## src/rtl/core/jaos_pkg.sv

```systemverilog
// ----------------------------------------------------------------------------
// jaos_pkg
// Shared types and constants for the JSON array object splitter.
// ----------------------------------------------------------------------------
`default_nettype none

package jaos_pkg;

    localparam int DEFAULT_MAX_DEPTH   = 64;
    localparam int DEFAULT_OFFSET_BITS = 32;

    localparam int FIFO_DEPTH = 4;

    localparam int OFF_W  = 32;
    localparam int LEN_W  = 32;
    localparam int OBJ_W  = 32;
    localparam int REC_W  = 20;
    localparam int STAT_W = 2;
    localparam int TDATA_W = 120;

    localparam logic [REC_W-1:0] MAX_RECORDS_RESET = 20'd1024;

    localparam logic REG_MAX_RECORDS = 1'b0;

    localparam logic [7:0] CH_LBRACE = 8'h7B;
    localparam logic [7:0] CH_RBRACE = 8'h7D;
    localparam logic [7:0] CH_LBRACK = 8'h5B;
    localparam logic [7:0] CH_RBRACK = 8'h5D;
    localparam logic [7:0] CH_QUOTE  = 8'h22;
    localparam logic [7:0] CH_BSLASH = 8'h5C;
    localparam logic [7:0] CH_COMMA  = 8'h2C;
    localparam logic [7:0] CH_LF     = 8'h0A;
    localparam logic [7:0] CH_TAB    = 8'h09;
    localparam logic [7:0] CH_CR     = 8'h0D;
    localparam logic [7:0] CH_SPACE  = 8'h20;

    localparam logic [STAT_W-1:0] ST_OK     = 2'd0;
    localparam logic [STAT_W-1:0] ST_SYNTAX = 2'd1;
    localparam logic [STAT_W-1:0] ST_NEST   = 2'd2;
    localparam logic [STAT_W-1:0] ST_CAP    = 2'd3;

    localparam logic KIND_RECORD  = 1'b0;
    localparam logic KIND_SUMMARY = 1'b1;

    typedef enum logic [2:0] {
        PH_OPEN,
        PH_ELEM,
        PH_OBJ,
        PH_AFTER,
        PH_DONE,
        PH_ERR_SYNTAX,
        PH_ERR_NEST,
        PH_ERR_CAP
    } phase_t;

    // One queue entry: an optional record followed by an optional summary.
    typedef struct packed {
        logic              rec_valid;
        logic [OFF_W-1:0]  offset;
        logic [LEN_W-1:0]  length;
        logic              sum_valid;
        logic [OBJ_W-1:0]  objects;
        logic [REC_W-1:0]  records;
        logic [STAT_W-1:0] status;
    } evt_t;

    function automatic logic is_blank(input logic [7:0] c);
        is_blank = (c == CH_SPACE) || (c == CH_LF) || (c == CH_CR) || (c == CH_TAB);
    endfunction

endpackage

`default_nettype wire

```

## src/rtl/core/json_array_object_splitter.sv

```systemverilog
// ----------------------------------------------------------------------------
// json_array_object_splitter
// Splits a streamed JSON array of objects into per-object offset/length
// records and ends each buffer with a summary item.
// ----------------------------------------------------------------------------
// The block takes one byte per cycle on the input stream (tlast marks the
// last byte of a buffer). Each byte goes through the parser in the cycle it is
// accepted; a byte that closes a top-level object queues a record unless the
// record limit is hit, and the last byte queues a summary (objects seen,
// records sent, status). Results pass the four-entry event queue, then leave
// through a registered output one per cycle while m_tready is high; the queue
// absorbs a byte that yields both a record and a summary, and input stalls
// only when it is full. max_records, set through APB, limits records per
// buffer; the user writes it only while the block is idle; it is not enforced.
// ----------------------------------------------------------------------------
`default_nettype none

module json_array_object_splitter #(
    parameter int MAX_DEPTH   = jaos_pkg::DEFAULT_MAX_DEPTH,
    parameter int OFFSET_BITS = jaos_pkg::DEFAULT_OFFSET_BITS
) (
    input  wire logic                          clk,
    input  wire logic                          rst_n,
    input  wire logic                          psel,
    input  wire logic                          penable,
    input  wire logic                          pwrite,
    input  wire logic [2:0]                    paddr,
    input  wire logic [31:0]                   pwdata,
    output logic [31:0]                        prdata,
    output logic                               pready,
    input  wire logic                          s_tvalid,
    output logic                               s_tready,
    input  wire logic [7:0]                    s_tdata,  // [7:0] data_byte
    input  wire logic                          s_tlast,  // end_of_input
    output logic                               m_tvalid,
    input  wire logic                          m_tready,
    // [31:0] offset, [63:32] length, [95:64] objects_total,
    // [115:96] records_total, [117:116] status, [119:118] zero
    output logic [jaos_pkg::TDATA_W-1:0]       m_tdata,
    output logic                               m_tuser,  // kind
    output logic                               m_tlast   // last
);

    logic [jaos_pkg::REC_W-1:0] max_records_reg, max_records_next;
    logic                       cfg_write;
    logic                       accept;
    logic                       fifo_ready, fifo_empty, fifo_pop, evt_push;
    jaos_pkg::evt_t             evt, head;

    assign pready    = 1'b1;
    assign cfg_write = psel && penable && pwrite && pready &&
                       (paddr[2] == jaos_pkg::REG_MAX_RECORDS);
    assign prdata    = (paddr[2] == jaos_pkg::REG_MAX_RECORDS) ?
                       {{(32 - jaos_pkg::REC_W){1'b0}}, max_records_reg} : 32'd0;

    always_comb
    begin
        max_records_next = cfg_write ? pwdata[jaos_pkg::REC_W-1:0] : max_records_reg;
    end

    always_ff @(posedge clk or negedge rst_n)
    begin
        if (!rst_n)
            max_records_reg <= jaos_pkg::MAX_RECORDS_RESET;
        else
            max_records_reg <= max_records_next;
    end

    assign s_tready = fifo_ready;
    assign accept   = s_tvalid && s_tready;

    jaos_front #(
        .MAX_DEPTH   (MAX_DEPTH),
        .OFFSET_BITS (OFFSET_BITS)
    ) u_front (
        .clk          (clk),
        .rst_n        (rst_n),
        .accept       (accept),
        .data_byte    (s_tdata),
        .end_of_input (s_tlast),
        .max_records  (max_records_reg),
        .evt          (evt),
        .evt_push     (evt_push)
    );

    jaos_fifo u_fifo (
        .clk      (clk),
        .rst_n    (rst_n),
        .push     (evt_push),
        .push_evt (evt),
        .ready    (fifo_ready),
        .pop      (fifo_pop),
        .head     (head),
        .empty    (fifo_empty)
    );

    jaos_back u_back (
        .clk      (clk),
        .rst_n    (rst_n),
        .head     (head),
        .empty    (fifo_empty),
        .pop      (fifo_pop),
        .m_tvalid (m_tvalid),
        .m_tready (m_tready),
        .m_tdata  (m_tdata),
        .m_tuser  (m_tuser),
        .m_tlast  (m_tlast)
    );

endmodule

`default_nettype wire

```

## src/rtl/core/jaos_front.sv

```systemverilog
// ----------------------------------------------------------------------------
// jaos_front
// Byte parser: phase, string/escape state, bracket stack, counters.
// Produces one queue entry for each byte that yields a record or a summary.
// ----------------------------------------------------------------------------
`default_nettype none

module jaos_front #(
    parameter int MAX_DEPTH   = jaos_pkg::DEFAULT_MAX_DEPTH,
    parameter int OFFSET_BITS = jaos_pkg::DEFAULT_OFFSET_BITS
) (
    input  wire logic                        clk,
    input  wire logic                        rst_n,
    input  wire logic                        accept,
    input  wire logic [7:0]                  data_byte,
    input  wire logic                        end_of_input,
    input  wire logic [jaos_pkg::REC_W-1:0]  max_records,
    output jaos_pkg::evt_t                   evt,
    output logic                             evt_push
);

    localparam int IDX_W = (MAX_DEPTH > 1) ? $clog2(MAX_DEPTH) : 1;
    localparam int DEP_W = $clog2(MAX_DEPTH + 1);
    localparam int WIDE_W = OFFSET_BITS + jaos_pkg::OFF_W;

    jaos_pkg::phase_t phase_reg, phase_step, phase_next;

    logic                        in_string_reg, in_string_step, in_string_next;
    logic                        esc_reg, esc_step, esc_next;
    logic [DEP_W-1:0]            depth_reg, depth_step, depth_next;
    logic [OFFSET_BITS-1:0]      pos_reg, pos_next;
    logic [OFFSET_BITS-1:0]      start_reg, start_next;
    logic [jaos_pkg::OBJ_W-1:0]  objects_reg, objects_step, objects_next;
    logic [jaos_pkg::REC_W-1:0]  records_reg, records_step, records_next;

    logic                        stack_mem [MAX_DEPTH];
    logic                        top_reg;
    logic                        below_reg;

    logic is_open, is_close, is_lbrace, is_rbrace, is_quote, is_bslash, blank;
    logic in_obj, obj_plain, nest_full;
    logic obj_push, obj_nest_err, obj_mismatch, obj_pop, obj_close;
    logic cap_hit, emit_rec, elem_open, stk_push, stk_pop, push_bit;

    logic [DEP_W-1:0]            rd_wide;
    logic [IDX_W-1:0]            rd_idx;
    logic [OFFSET_BITS-1:0]      len_raw;
    logic [WIDE_W-1:0]           off_wide, len_wide;
    logic [jaos_pkg::STAT_W-1:0] status;

    assign is_lbrace = (data_byte == jaos_pkg::CH_LBRACE);
    assign is_rbrace = (data_byte == jaos_pkg::CH_RBRACE);
    assign is_open   = is_lbrace || (data_byte == jaos_pkg::CH_LBRACK);
    assign is_close  = is_rbrace || (data_byte == jaos_pkg::CH_RBRACK);
    assign is_quote  = (data_byte == jaos_pkg::CH_QUOTE);
    assign is_bslash = (data_byte == jaos_pkg::CH_BSLASH);
    assign blank     = jaos_pkg::is_blank(data_byte);

    assign in_obj       = (phase_reg == jaos_pkg::PH_OBJ);
    assign obj_plain    = in_obj && !in_string_reg;
    assign nest_full    = (depth_reg >= DEP_W'(MAX_DEPTH));
    assign obj_push     = obj_plain && is_open && !nest_full;
    assign obj_nest_err = obj_plain && is_open && nest_full;
    assign obj_mismatch = obj_plain && is_close &&
                          ((depth_reg == '0) || (top_reg != is_rbrace));
    assign obj_pop      = obj_plain && is_close && !obj_mismatch;
    assign obj_close    = obj_pop && (depth_reg == DEP_W'(1));
    assign cap_hit      = (records_reg >= max_records);
    assign emit_rec     = obj_close && !cap_hit;
    assign elem_open    = (phase_reg == jaos_pkg::PH_ELEM) && is_lbrace;

    assign stk_push = accept && (elem_open || obj_push);
    assign stk_pop  = accept && obj_pop;
    assign push_bit = elem_open ? 1'b1 : is_lbrace;

    assign rd_wide = depth_reg - DEP_W'(3);
    assign rd_idx  = rd_wide[IDX_W-1:0];

    // next state
    always_comb
    begin
        phase_step = phase_reg;
        case (phase_reg)
            jaos_pkg::PH_OPEN:
            begin
                if (data_byte == jaos_pkg::CH_LBRACK)
                    phase_step = jaos_pkg::PH_ELEM;
                else if (!blank)
                    phase_step = jaos_pkg::PH_ERR_SYNTAX;
            end
            jaos_pkg::PH_ELEM:
            begin
                if (data_byte == jaos_pkg::CH_RBRACK)
                    phase_step = jaos_pkg::PH_DONE;
                else if (is_lbrace)
                    phase_step = jaos_pkg::PH_OBJ;
                else if (!blank)
                    phase_step = jaos_pkg::PH_ERR_SYNTAX;
            end
            jaos_pkg::PH_OBJ:
            begin
                if (obj_nest_err)
                    phase_step = jaos_pkg::PH_ERR_NEST;
                else if (obj_mismatch)
                    phase_step = jaos_pkg::PH_ERR_SYNTAX;
                else if (obj_close)
                    phase_step = cap_hit ? jaos_pkg::PH_ERR_CAP : jaos_pkg::PH_AFTER;
            end
            jaos_pkg::PH_AFTER:
            begin
                if (data_byte == jaos_pkg::CH_COMMA)
                    phase_step = jaos_pkg::PH_ELEM;
                else if (data_byte == jaos_pkg::CH_RBRACK)
                    phase_step = jaos_pkg::PH_DONE;
                else if (!blank)
                    phase_step = jaos_pkg::PH_ERR_SYNTAX;
            end
            default:
            begin
                phase_step = phase_reg;
            end
        endcase
    end

    always_comb
    begin
        in_string_step = in_string_reg;
        esc_step       = esc_reg;
        depth_step     = depth_reg;
        objects_step   = objects_reg;
        records_step   = records_reg;
        if (elem_open)
        begin
            in_string_step = 1'b0;
            esc_step       = 1'b0;
            depth_step     = DEP_W'(1);
        end
        else if (in_obj)
        begin
            if (in_string_reg)
            begin
                if (esc_reg)
                    esc_step = 1'b0;
                else if (is_bslash)
                    esc_step = 1'b1;
                else if (is_quote)
                    in_string_step = 1'b0;
            end
            else if (is_quote)
            begin
                in_string_step = 1'b1;
            end
            if (obj_push)
                depth_step = depth_reg + DEP_W'(1);
            else if (obj_pop)
                depth_step = depth_reg - DEP_W'(1);
            if (obj_close)
                objects_step = objects_reg + jaos_pkg::OBJ_W'(1);
            if (emit_rec)
                records_step = records_reg + jaos_pkg::REC_W'(1);
        end
    end

    always_comb
    begin
        phase_next     = phase_reg;
        in_string_next = in_string_reg;
        esc_next       = esc_reg;
        depth_next     = depth_reg;
        pos_next       = pos_reg;
        start_next     = start_reg;
        objects_next   = objects_reg;
        records_next   = records_reg;
        if (accept)
        begin
            if (elem_open)
                start_next = pos_reg;
            if (end_of_input)
            begin
                phase_next     = jaos_pkg::PH_OPEN;
                in_string_next = 1'b0;
                esc_next       = 1'b0;
                depth_next     = '0;
                pos_next       = '0;
                objects_next   = '0;
                records_next   = '0;
            end
            else
            begin
                phase_next     = phase_step;
                in_string_next = in_string_step;
                esc_next       = esc_step;
                depth_next     = depth_step;
                pos_next       = pos_reg + OFFSET_BITS'(1);
                objects_next   = objects_step;
                records_next   = records_step;
            end
        end
    end

    // outputs
    always_comb
    begin
        case (phase_step)
            jaos_pkg::PH_DONE:       status = jaos_pkg::ST_OK;
            jaos_pkg::PH_ERR_NEST:   status = jaos_pkg::ST_NEST;
            jaos_pkg::PH_ERR_CAP:    status = jaos_pkg::ST_CAP;
            default:                 status = jaos_pkg::ST_SYNTAX;
        endcase
    end

    assign len_raw  = pos_reg - start_reg + OFFSET_BITS'(1);
    assign off_wide = {{jaos_pkg::OFF_W{1'b0}}, start_reg};
    assign len_wide = {{jaos_pkg::OFF_W{1'b0}}, len_raw};

    always_comb
    begin
        evt.rec_valid = emit_rec;
        evt.offset    = off_wide[jaos_pkg::OFF_W-1:0];
        evt.length    = len_wide[jaos_pkg::LEN_W-1:0];
        evt.sum_valid = end_of_input;
        evt.objects   = objects_step;
        evt.records   = records_step;
        evt.status    = status;
        evt_push      = accept && (emit_rec || end_of_input);
    end

    always_ff @(posedge clk or negedge rst_n)
    begin
        if (!rst_n)
        begin
            phase_reg     <= jaos_pkg::PH_OPEN;
            in_string_reg <= 1'b0;
            esc_reg       <= 1'b0;
            depth_reg     <= '0;
            pos_reg       <= '0;
            objects_reg   <= '0;
            records_reg   <= '0;
        end
        else
        begin
            phase_reg     <= phase_next;
            in_string_reg <= in_string_next;
            esc_reg       <= esc_next;
            depth_reg     <= depth_next;
            pos_reg       <= pos_next;
            objects_reg   <= objects_next;
            records_reg   <= records_next;
        end
    end

    always_ff @(posedge clk)
    begin
        start_reg <= start_next;
    end

    // bracket stack: full copy in memory, top two entries cached
    always_ff @(posedge clk)
    begin
        if (stk_push)
            stack_mem[depth_reg[IDX_W-1:0]] <= push_bit;
    end

    always_ff @(posedge clk)
    begin
        if (stk_push)
        begin
            top_reg   <= push_bit;
            below_reg <= top_reg;
        end
        else if (stk_pop)
        begin
            top_reg   <= below_reg;
            below_reg <= stack_mem[rd_idx];
        end
    end

`ifndef SYNTH
    a_depth_bound: assert property (@(posedge clk) disable iff (!rst_n)
        depth_reg <= DEP_W'(MAX_DEPTH))
        else $error("nesting depth above limit");

    a_obj_depth: assert property (@(posedge clk) disable iff (!rst_n)
        (phase_reg == jaos_pkg::PH_OBJ) |-> (depth_reg != '0))
        else $error("inside object with empty stack");

    a_eoi_clear: assert property (@(posedge clk) disable iff (!rst_n)
        (accept && end_of_input) |=> (phase_reg == jaos_pkg::PH_OPEN &&
                                       depth_reg == '0 && pos_reg == '0))
        else $error("state not cleared after end of input");
`endif

endmodule

`default_nettype wire

```

## src/rtl/core/jaos_fifo.sv

```systemverilog
// ----------------------------------------------------------------------------
// jaos_fifo
// Short queue of parser events between the front and the back.
// ----------------------------------------------------------------------------
`default_nettype none

module jaos_fifo (
    input  wire logic       clk,
    input  wire logic       rst_n,
    input  wire logic       push,
    input  jaos_pkg::evt_t  push_evt,
    output logic            ready,
    input  wire logic       pop,
    output jaos_pkg::evt_t  head,
    output logic            empty
);

    localparam int PTR_W = $clog2(jaos_pkg::FIFO_DEPTH);
    localparam int CNT_W = $clog2(jaos_pkg::FIFO_DEPTH + 1);

    jaos_pkg::evt_t     entries_reg [jaos_pkg::FIFO_DEPTH];
    logic [PTR_W-1:0]   wr_ptr_reg, wr_ptr_next;
    logic [PTR_W-1:0]   rd_ptr_reg, rd_ptr_next;
    logic [CNT_W-1:0]   count_reg, count_next;

    assign ready = (count_reg != CNT_W'(jaos_pkg::FIFO_DEPTH));
    assign empty = (count_reg == '0);
    assign head  = entries_reg[rd_ptr_reg];

    always_comb
    begin
        wr_ptr_next = push ? wr_ptr_reg + PTR_W'(1) : wr_ptr_reg;
        rd_ptr_next = pop ? rd_ptr_reg + PTR_W'(1) : rd_ptr_reg;
        count_next  = count_reg;
        if (push && !pop)
            count_next = count_reg + CNT_W'(1);
        else if (pop && !push)
            count_next = count_reg - CNT_W'(1);
    end

    always_ff @(posedge clk or negedge rst_n)
    begin
        if (!rst_n)
        begin
            wr_ptr_reg <= '0;
            rd_ptr_reg <= '0;
            count_reg  <= '0;
        end
        else
        begin
            wr_ptr_reg <= wr_ptr_next;
            rd_ptr_reg <= rd_ptr_next;
            count_reg  <= count_next;
        end
    end

    always_ff @(posedge clk)
    begin
        if (push)
            entries_reg[wr_ptr_reg] <= push_evt;
    end

`ifndef SYNTH
    a_no_overflow: assert property (@(posedge clk) disable iff (!rst_n)
        push |-> ready)
        else $error("push into full queue");

    a_no_underflow: assert property (@(posedge clk) disable iff (!rst_n)
        pop |-> !empty)
        else $error("pop from empty queue");
`endif

endmodule

`default_nettype wire

```

## src/rtl/core/jaos_back.sv

```systemverilog
// ----------------------------------------------------------------------------
// jaos_back
// Turns queue entries into result items: record first, then summary.
// ----------------------------------------------------------------------------
`default_nettype none

module jaos_back (
    input  wire logic                          clk,
    input  wire logic                          rst_n,
    input  jaos_pkg::evt_t                     head,
    input  wire logic                          empty,
    output logic                               pop,
    output logic                               m_tvalid,
    input  wire logic                          m_tready,
    output logic [jaos_pkg::TDATA_W-1:0]       m_tdata,
    output logic                               m_tuser,
    output logic                               m_tlast
);

    logic                          out_valid_reg, out_valid_next;
    logic                          second_reg, second_next;
    logic                          kind_reg;
    logic [jaos_pkg::OFF_W-1:0]    offset_reg;
    logic [jaos_pkg::LEN_W-1:0]    length_reg;
    logic [jaos_pkg::OBJ_W-1:0]    objects_reg;
    logic [jaos_pkg::REC_W-1:0]    records_reg;
    logic [jaos_pkg::STAT_W-1:0]   status_reg;

    logic load, take, piece_rec;

    assign load      = !out_valid_reg || m_tready;
    assign take      = load && !empty;
    assign piece_rec = head.rec_valid && !second_reg;
    assign pop       = take && (!piece_rec || !head.sum_valid);

    always_comb
    begin
        out_valid_next = load ? !empty : out_valid_reg;
        second_next    = take ? (piece_rec && head.sum_valid) : second_reg;
    end

    always_ff @(posedge clk or negedge rst_n)
    begin
        if (!rst_n)
        begin
            out_valid_reg <= 1'b0;
            second_reg    <= 1'b0;
        end
        else
        begin
            out_valid_reg <= out_valid_next;
            second_reg    <= second_next;
        end
    end

    always_ff @(posedge clk)
    begin
        if (take)
        begin
            if (piece_rec)
            begin
                kind_reg    <= jaos_pkg::KIND_RECORD;
                offset_reg  <= head.offset;
                length_reg  <= head.length;
                objects_reg <= '0;
                records_reg <= '0;
                status_reg  <= jaos_pkg::ST_OK;
            end
            else
            begin
                kind_reg    <= jaos_pkg::KIND_SUMMARY;
                offset_reg  <= '0;
                length_reg  <= '0;
                objects_reg <= head.objects;
                records_reg <= head.records;
                status_reg  <= head.status;
            end
        end
    end

    assign m_tvalid = out_valid_reg;
    assign m_tuser  = kind_reg;
    assign m_tlast  = (kind_reg == jaos_pkg::KIND_SUMMARY);
    assign m_tdata  = {2'b00, status_reg, records_reg, objects_reg, length_reg, offset_reg};

endmodule

`default_nettype wire

```

## config.mk

```make
export PLATFORM = sky130hd
export DESIGN_NAME = json_array_object_splitter
export DESIGN_NICKNAME = d
export VERILOG_FILES = /design/src/rtl/core/jaos_pkg.sv /design/src/rtl/core/json_array_object_splitter.sv /design/src/rtl/core/jaos_front.sv /design/src/rtl/core/jaos_fifo.sv /design/src/rtl/core/jaos_back.sv
export SDC_FILE = /design/constraint.sdc
export NUM_CORES = 1
export LEC_CHECK = 0
export BUFFER_PORTS_ARGS = -buffer_cell sky130_fd_sc_hd__clkbuf_2
export CAP_MARGIN = 20
export CORE_ASPECT_RATIO = 0.9
export CORE_MARGIN = 4
export CORE_UTILIZATION = 66
export CTS_BUF_LIST = sky130_fd_sc_hd__clkbuf_16
export CTS_CLUSTER_SIZE = 30
export DETAILED_ROUTE_END_ITERATION = 16
export GPL_ROUTABILITY_DRIVEN = 0
export PLACE_DENSITY = 0.93
export SLEW_MARGIN = 20
export SYNTH_ARGS = -nofsm -noshare
export SYNTH_HDL_FRONTEND = slang
export SYNTH_SLANG_ARGS = --single-unit
```

## constraint.sdc

```tcl
create_clock -name clk -period 29.6 [get_ports clk]
set_clock_uncertainty 0.1 [all_clocks]
set_input_delay 5.92 -clock clk [delete_from_list [all_inputs] [get_ports clk]]
set_output_delay 5.92 -clock clk [all_outputs]
set_load 0.03 [all_outputs]
```

==> flow_summary_export.csv <==
group,metric,value,unit
pwr,max-vdd-ir-drop,0.0000566,V
logic_synthesis,synth-edff-count,697,
clock_tree,clk_root_buffer_cell,"clkbuf_16",
global_routing,grt_max_degree,89,
logic_synthesis,avgSynthCellArea,15.4,sq um
drt,drc_errors,0,
finish,layout-drive-gt1-share,0.196,
finish,regArea,24100,sq um
min_path,min_from,"u_fifo.count_reg[2]",
logic_synthesis,synthCells,2297,
critical_path,cpMostUsedCell,"clkbuf_2",
drt,via_count,22500,
global_routing,grt_pass1_vias,22600,
clock_tree,cts_setup_buffers,0,
drt,first_pass_iters,6,
critical_path,path_cells,"clkbuf_2 > nor2_1 > clkbuf_2",
drt,post_drt_via_cell_ratio,6.95,
sta,clock.fmax,78.8,MHz
clock_tree,cts_tree,"done",
global_routing,grt_pass1_wl,136,mm
drt,wirelength,89.8,mm
critical_path,path_buf_inv,2,
critical_path,r2r-start,"u_front.records_reg[0]",
floorplan,boundaryPins,208,
critical_path,critPathLaunch,"paddr[2]",
run_status,outcome,"complete, no violations",
sta,period_minus_slack,12.69,ns
critical_path,crit_fanout,21,
sta,slew_headroom,0.309,
logic_synthesis,synthDistinctLibCells,77,
finish,multiInputGateArea,10700,sq um
sta,slew_violations,0,
critical_path,critPathMaxStageDelay,0.27,ns
placed_design,dp_cells,3092,
clock_tree,cts_sinks,822,
floorplan,die_y,228,microns
placed_design,portBuffers,178,
finish,syn_to_final_growth,11.5,%
floorplan,core_area,53200,sq um
sta,setup_violations,0,
pwr,p_leak,15.0,nW
global_routing,grt_use_total,0.308,
sta,finalSetupTns,0,ns
pwr,switching_share,0.328,
finish,largest_reg_flops,480,
critical_path,cp-start-kind,"input pin",
pwr,p_int,2.39,mW
critical_path,worstPathArrival,6.67,ns
global_routing,grt_antenna_before_repair,0,
finish,stdcell_count,3243,
critical_path,slowest_stage,"clkbuf_2",
pwr,power_density,89.8,nW/um^2
clock_tree,cts_hold_buffers,0,
min_path,hold_class,"reg -> reg",
floorplan,die-area,57500,sq um
job,cap_violations,0,
clock_tree,cts_htree_levels,3,
finish,fillers,2635,
critical_path,cp.required,23.58,ns
clock_tree,clk_pin_slew_worst_paths,0.06,ns
logic_synthesis,async_flop_share,0.152,
clock_tree,cts_inserted_buffers,79,
drt,postRouteAntennaNets,0,
floorplan,die_w,252,microns
logic_synthesis,netlist_area,35500,sq um
clock_tree,clkLatencyLatePin,0.64,ns
floorplan,start_util,0.668,
critical_path,crit_type,"in -> out",
placed_design,hpwl,47.6,mm
clock_tree,ctsResizeCount,0,
clock_tree,clockBufferDepth,3,
finish,mostFrequentLayoutCells,"edfxtp_1, clkbuf_2, nor2_1, mux4_2, nand2_1",
drt,drtIter0Drc,3977,
global_routing,grt-ovfl-total,0,
finish,final_common_cell,"edfxtp_1",
sta,rsz0062_at_grt,"no",
sta,hold_viol,0,
critical_path,worstSetupEndpointType,"primary output",
logic_synthesis,synth_seq_cells,822,
sta,worstMarginPinSlew,1.04,ns
sta,fin_crit_sh,0.429,
pwr,pwr-share-clk,0.280,
logic_synthesis,yosysWarnings,0,
critical_path,crit_family,"buffers and inverters",
logic_synthesis,synth_seq_area_share,0.678,
pwr,comb_power_share,0.273,
pwr,power_frac_seq,0.447,
finish,nets,2624,
logic_synthesis,synth_ff_type,"edfxtp_1",
pwr,power.switching,1.16,mW
drt,wl_per_cell,27.7,microns
floorplan,rows,80,
finish,diodes,0,
## layer usage
metal | track usage | part of all wire | vias up
li1 | - | - | 9013
met4 | 0.133 | 0.061 | 0
met2 | 0.509 | 0.49 | 2087
met1 | 0.402 | 0.33 | 10900
met3 | 0.0667 | 0.11 | 500
met5 | 0 | 0 | -
## power groups by stage
stage	Sequential (mW)	Combinational, mW	Clock (mW)
6_report	1.59	0.969	0.994
5_1_grt	1.60	1.02	1.05
4_1_cts	1.59	0.963	0.994
3_5_place_dp	1.60	0.941	0
3_3_place_gp	1.59	0.908	0
2_1_floorplan	1.73	0.557	0
## Yosys cell counts, types with 3 or more instances
library cell	number	area share
nand3_1	41	0.0058
xnor2_1	61	0.015
o31ai_1	17	0.0036
nor2_1	177	0.019
o21a_1	3	0.00063
mux4_2	140	0.089
a211oi_1	10	0.0021
nand4_1	23	0.0041
buf_4	16	0.0034
buf_1	14	0.0015
a31oi_1	17	0.0030
nor2b_1	69	0.012
or4_1	5	0.0011
xor2_1	50	0.012
dlygate4sd1_1	3	0.00074
o41ai_1	3	0.00074
nand3b_1	5	0.0011
mux2i_1	15	0.0042
buf_2	3	0.00042
nor4_1	6	0.0011
o21bai_1	4	0.00085
nand2_1	128	0.014
nand2b_1	18	0.0032
inv_1	79	0.0084
and2_1	68	0.012
edfxtp_1	697	0.59
nand4b_1	4	0.00099
o22ai_1	3	0.00053
and4_1	4	0.00099
nor3_1	29	0.0041
a21o_1	27	0.0057
mux2_2	25	0.0079
a21oi_1	60	0.0085
a22o_1	8	0.0020
clkbuf_1	71	0.0075
dfrtp_1	124	0.087
and3_1	23	0.0041
ha_1	92	0.032
buf_6	4	0.0013
a41oi_1	4	0.00099
o211ai_1	3	0.00063
o21ai_0	93	0.013
or3_1	9	0.0016
## final timing paths
check	end	slack (ns)	cells past startpoint
hold reg to reg	u_fifo.count_reg[2]	0.40	1
setup reg to reg	u_fifo.entries_reg[3][38]	24.25	13
hold / removal	u_fifo.count_reg[2]	0.40	1
min in group asynchronous	u_front.objects_reg[21]	5.25	1
max in group asynchronous	u_front.pos_reg[7]	22.98	2
setup / recovery	prdata[8]	16.91	3
## layout make-up
class	count	area share
Clock inverter	67	0.0126
Clock buffer	81	0.0512
Sequential cell	822	0.608
Timing Repair Buffer	200	0.0279
Tap cell	697	0.0220
Inverter	80	0.00759
Multi-Input combinational cell	1296	0.270
## worst reg2reg max path, delay by kind of cell, from the launching register on
kind	cells	cell delay (ns)
AND/OR/NAND/NOR	4	1.66
buffers and inverters	3	1.43
AO/OA/AOI/OAI	5	1.03
flip-flops	1	0.44
adder cells (fa/ha/maj)	1	0.27
## cell families (layout without fill, tap and decap cells)
family                     count (synthesis)  in the layout  synth area share
DFF                                      822            822             0.678
and+or+nand+nor                          628            628            0.0901
AOI/OAI and AO/OA                        268            268            0.0463
buffers and inverters                    192            428            0.0235
muxes                                    180            180             0.101
xor gates and xnor gates                 111            111            0.0274
adders and majority gates                 94             94            0.0336
other                                      2             15          0.000212
## metrics by stage
| stage | setup slack, ns | hold slack (ns) | utilization | area (sq um) | power, mW |
|---|---|---|---|---|---|
| floorplan | 14.66 | 0.356 | - | 35500 | 2.28 |
| global placement | 17.00 | 0.380 | 0.695 | 37000 | 2.50 |
| detailed placement | 16.94 | 0.395 | 0.695 | 37000 | 2.55 |
| CTS | 16.94 | 0.405 | 0.743 | 39500 | 3.54 |
| global route | 16.87 | 0.426 | 0.744 | 39600 | 3.68 |
| finish | 16.91 | 0.402 | 0.744 | 39600 | 3.55 |
Power figures use the tool's default switching activity.
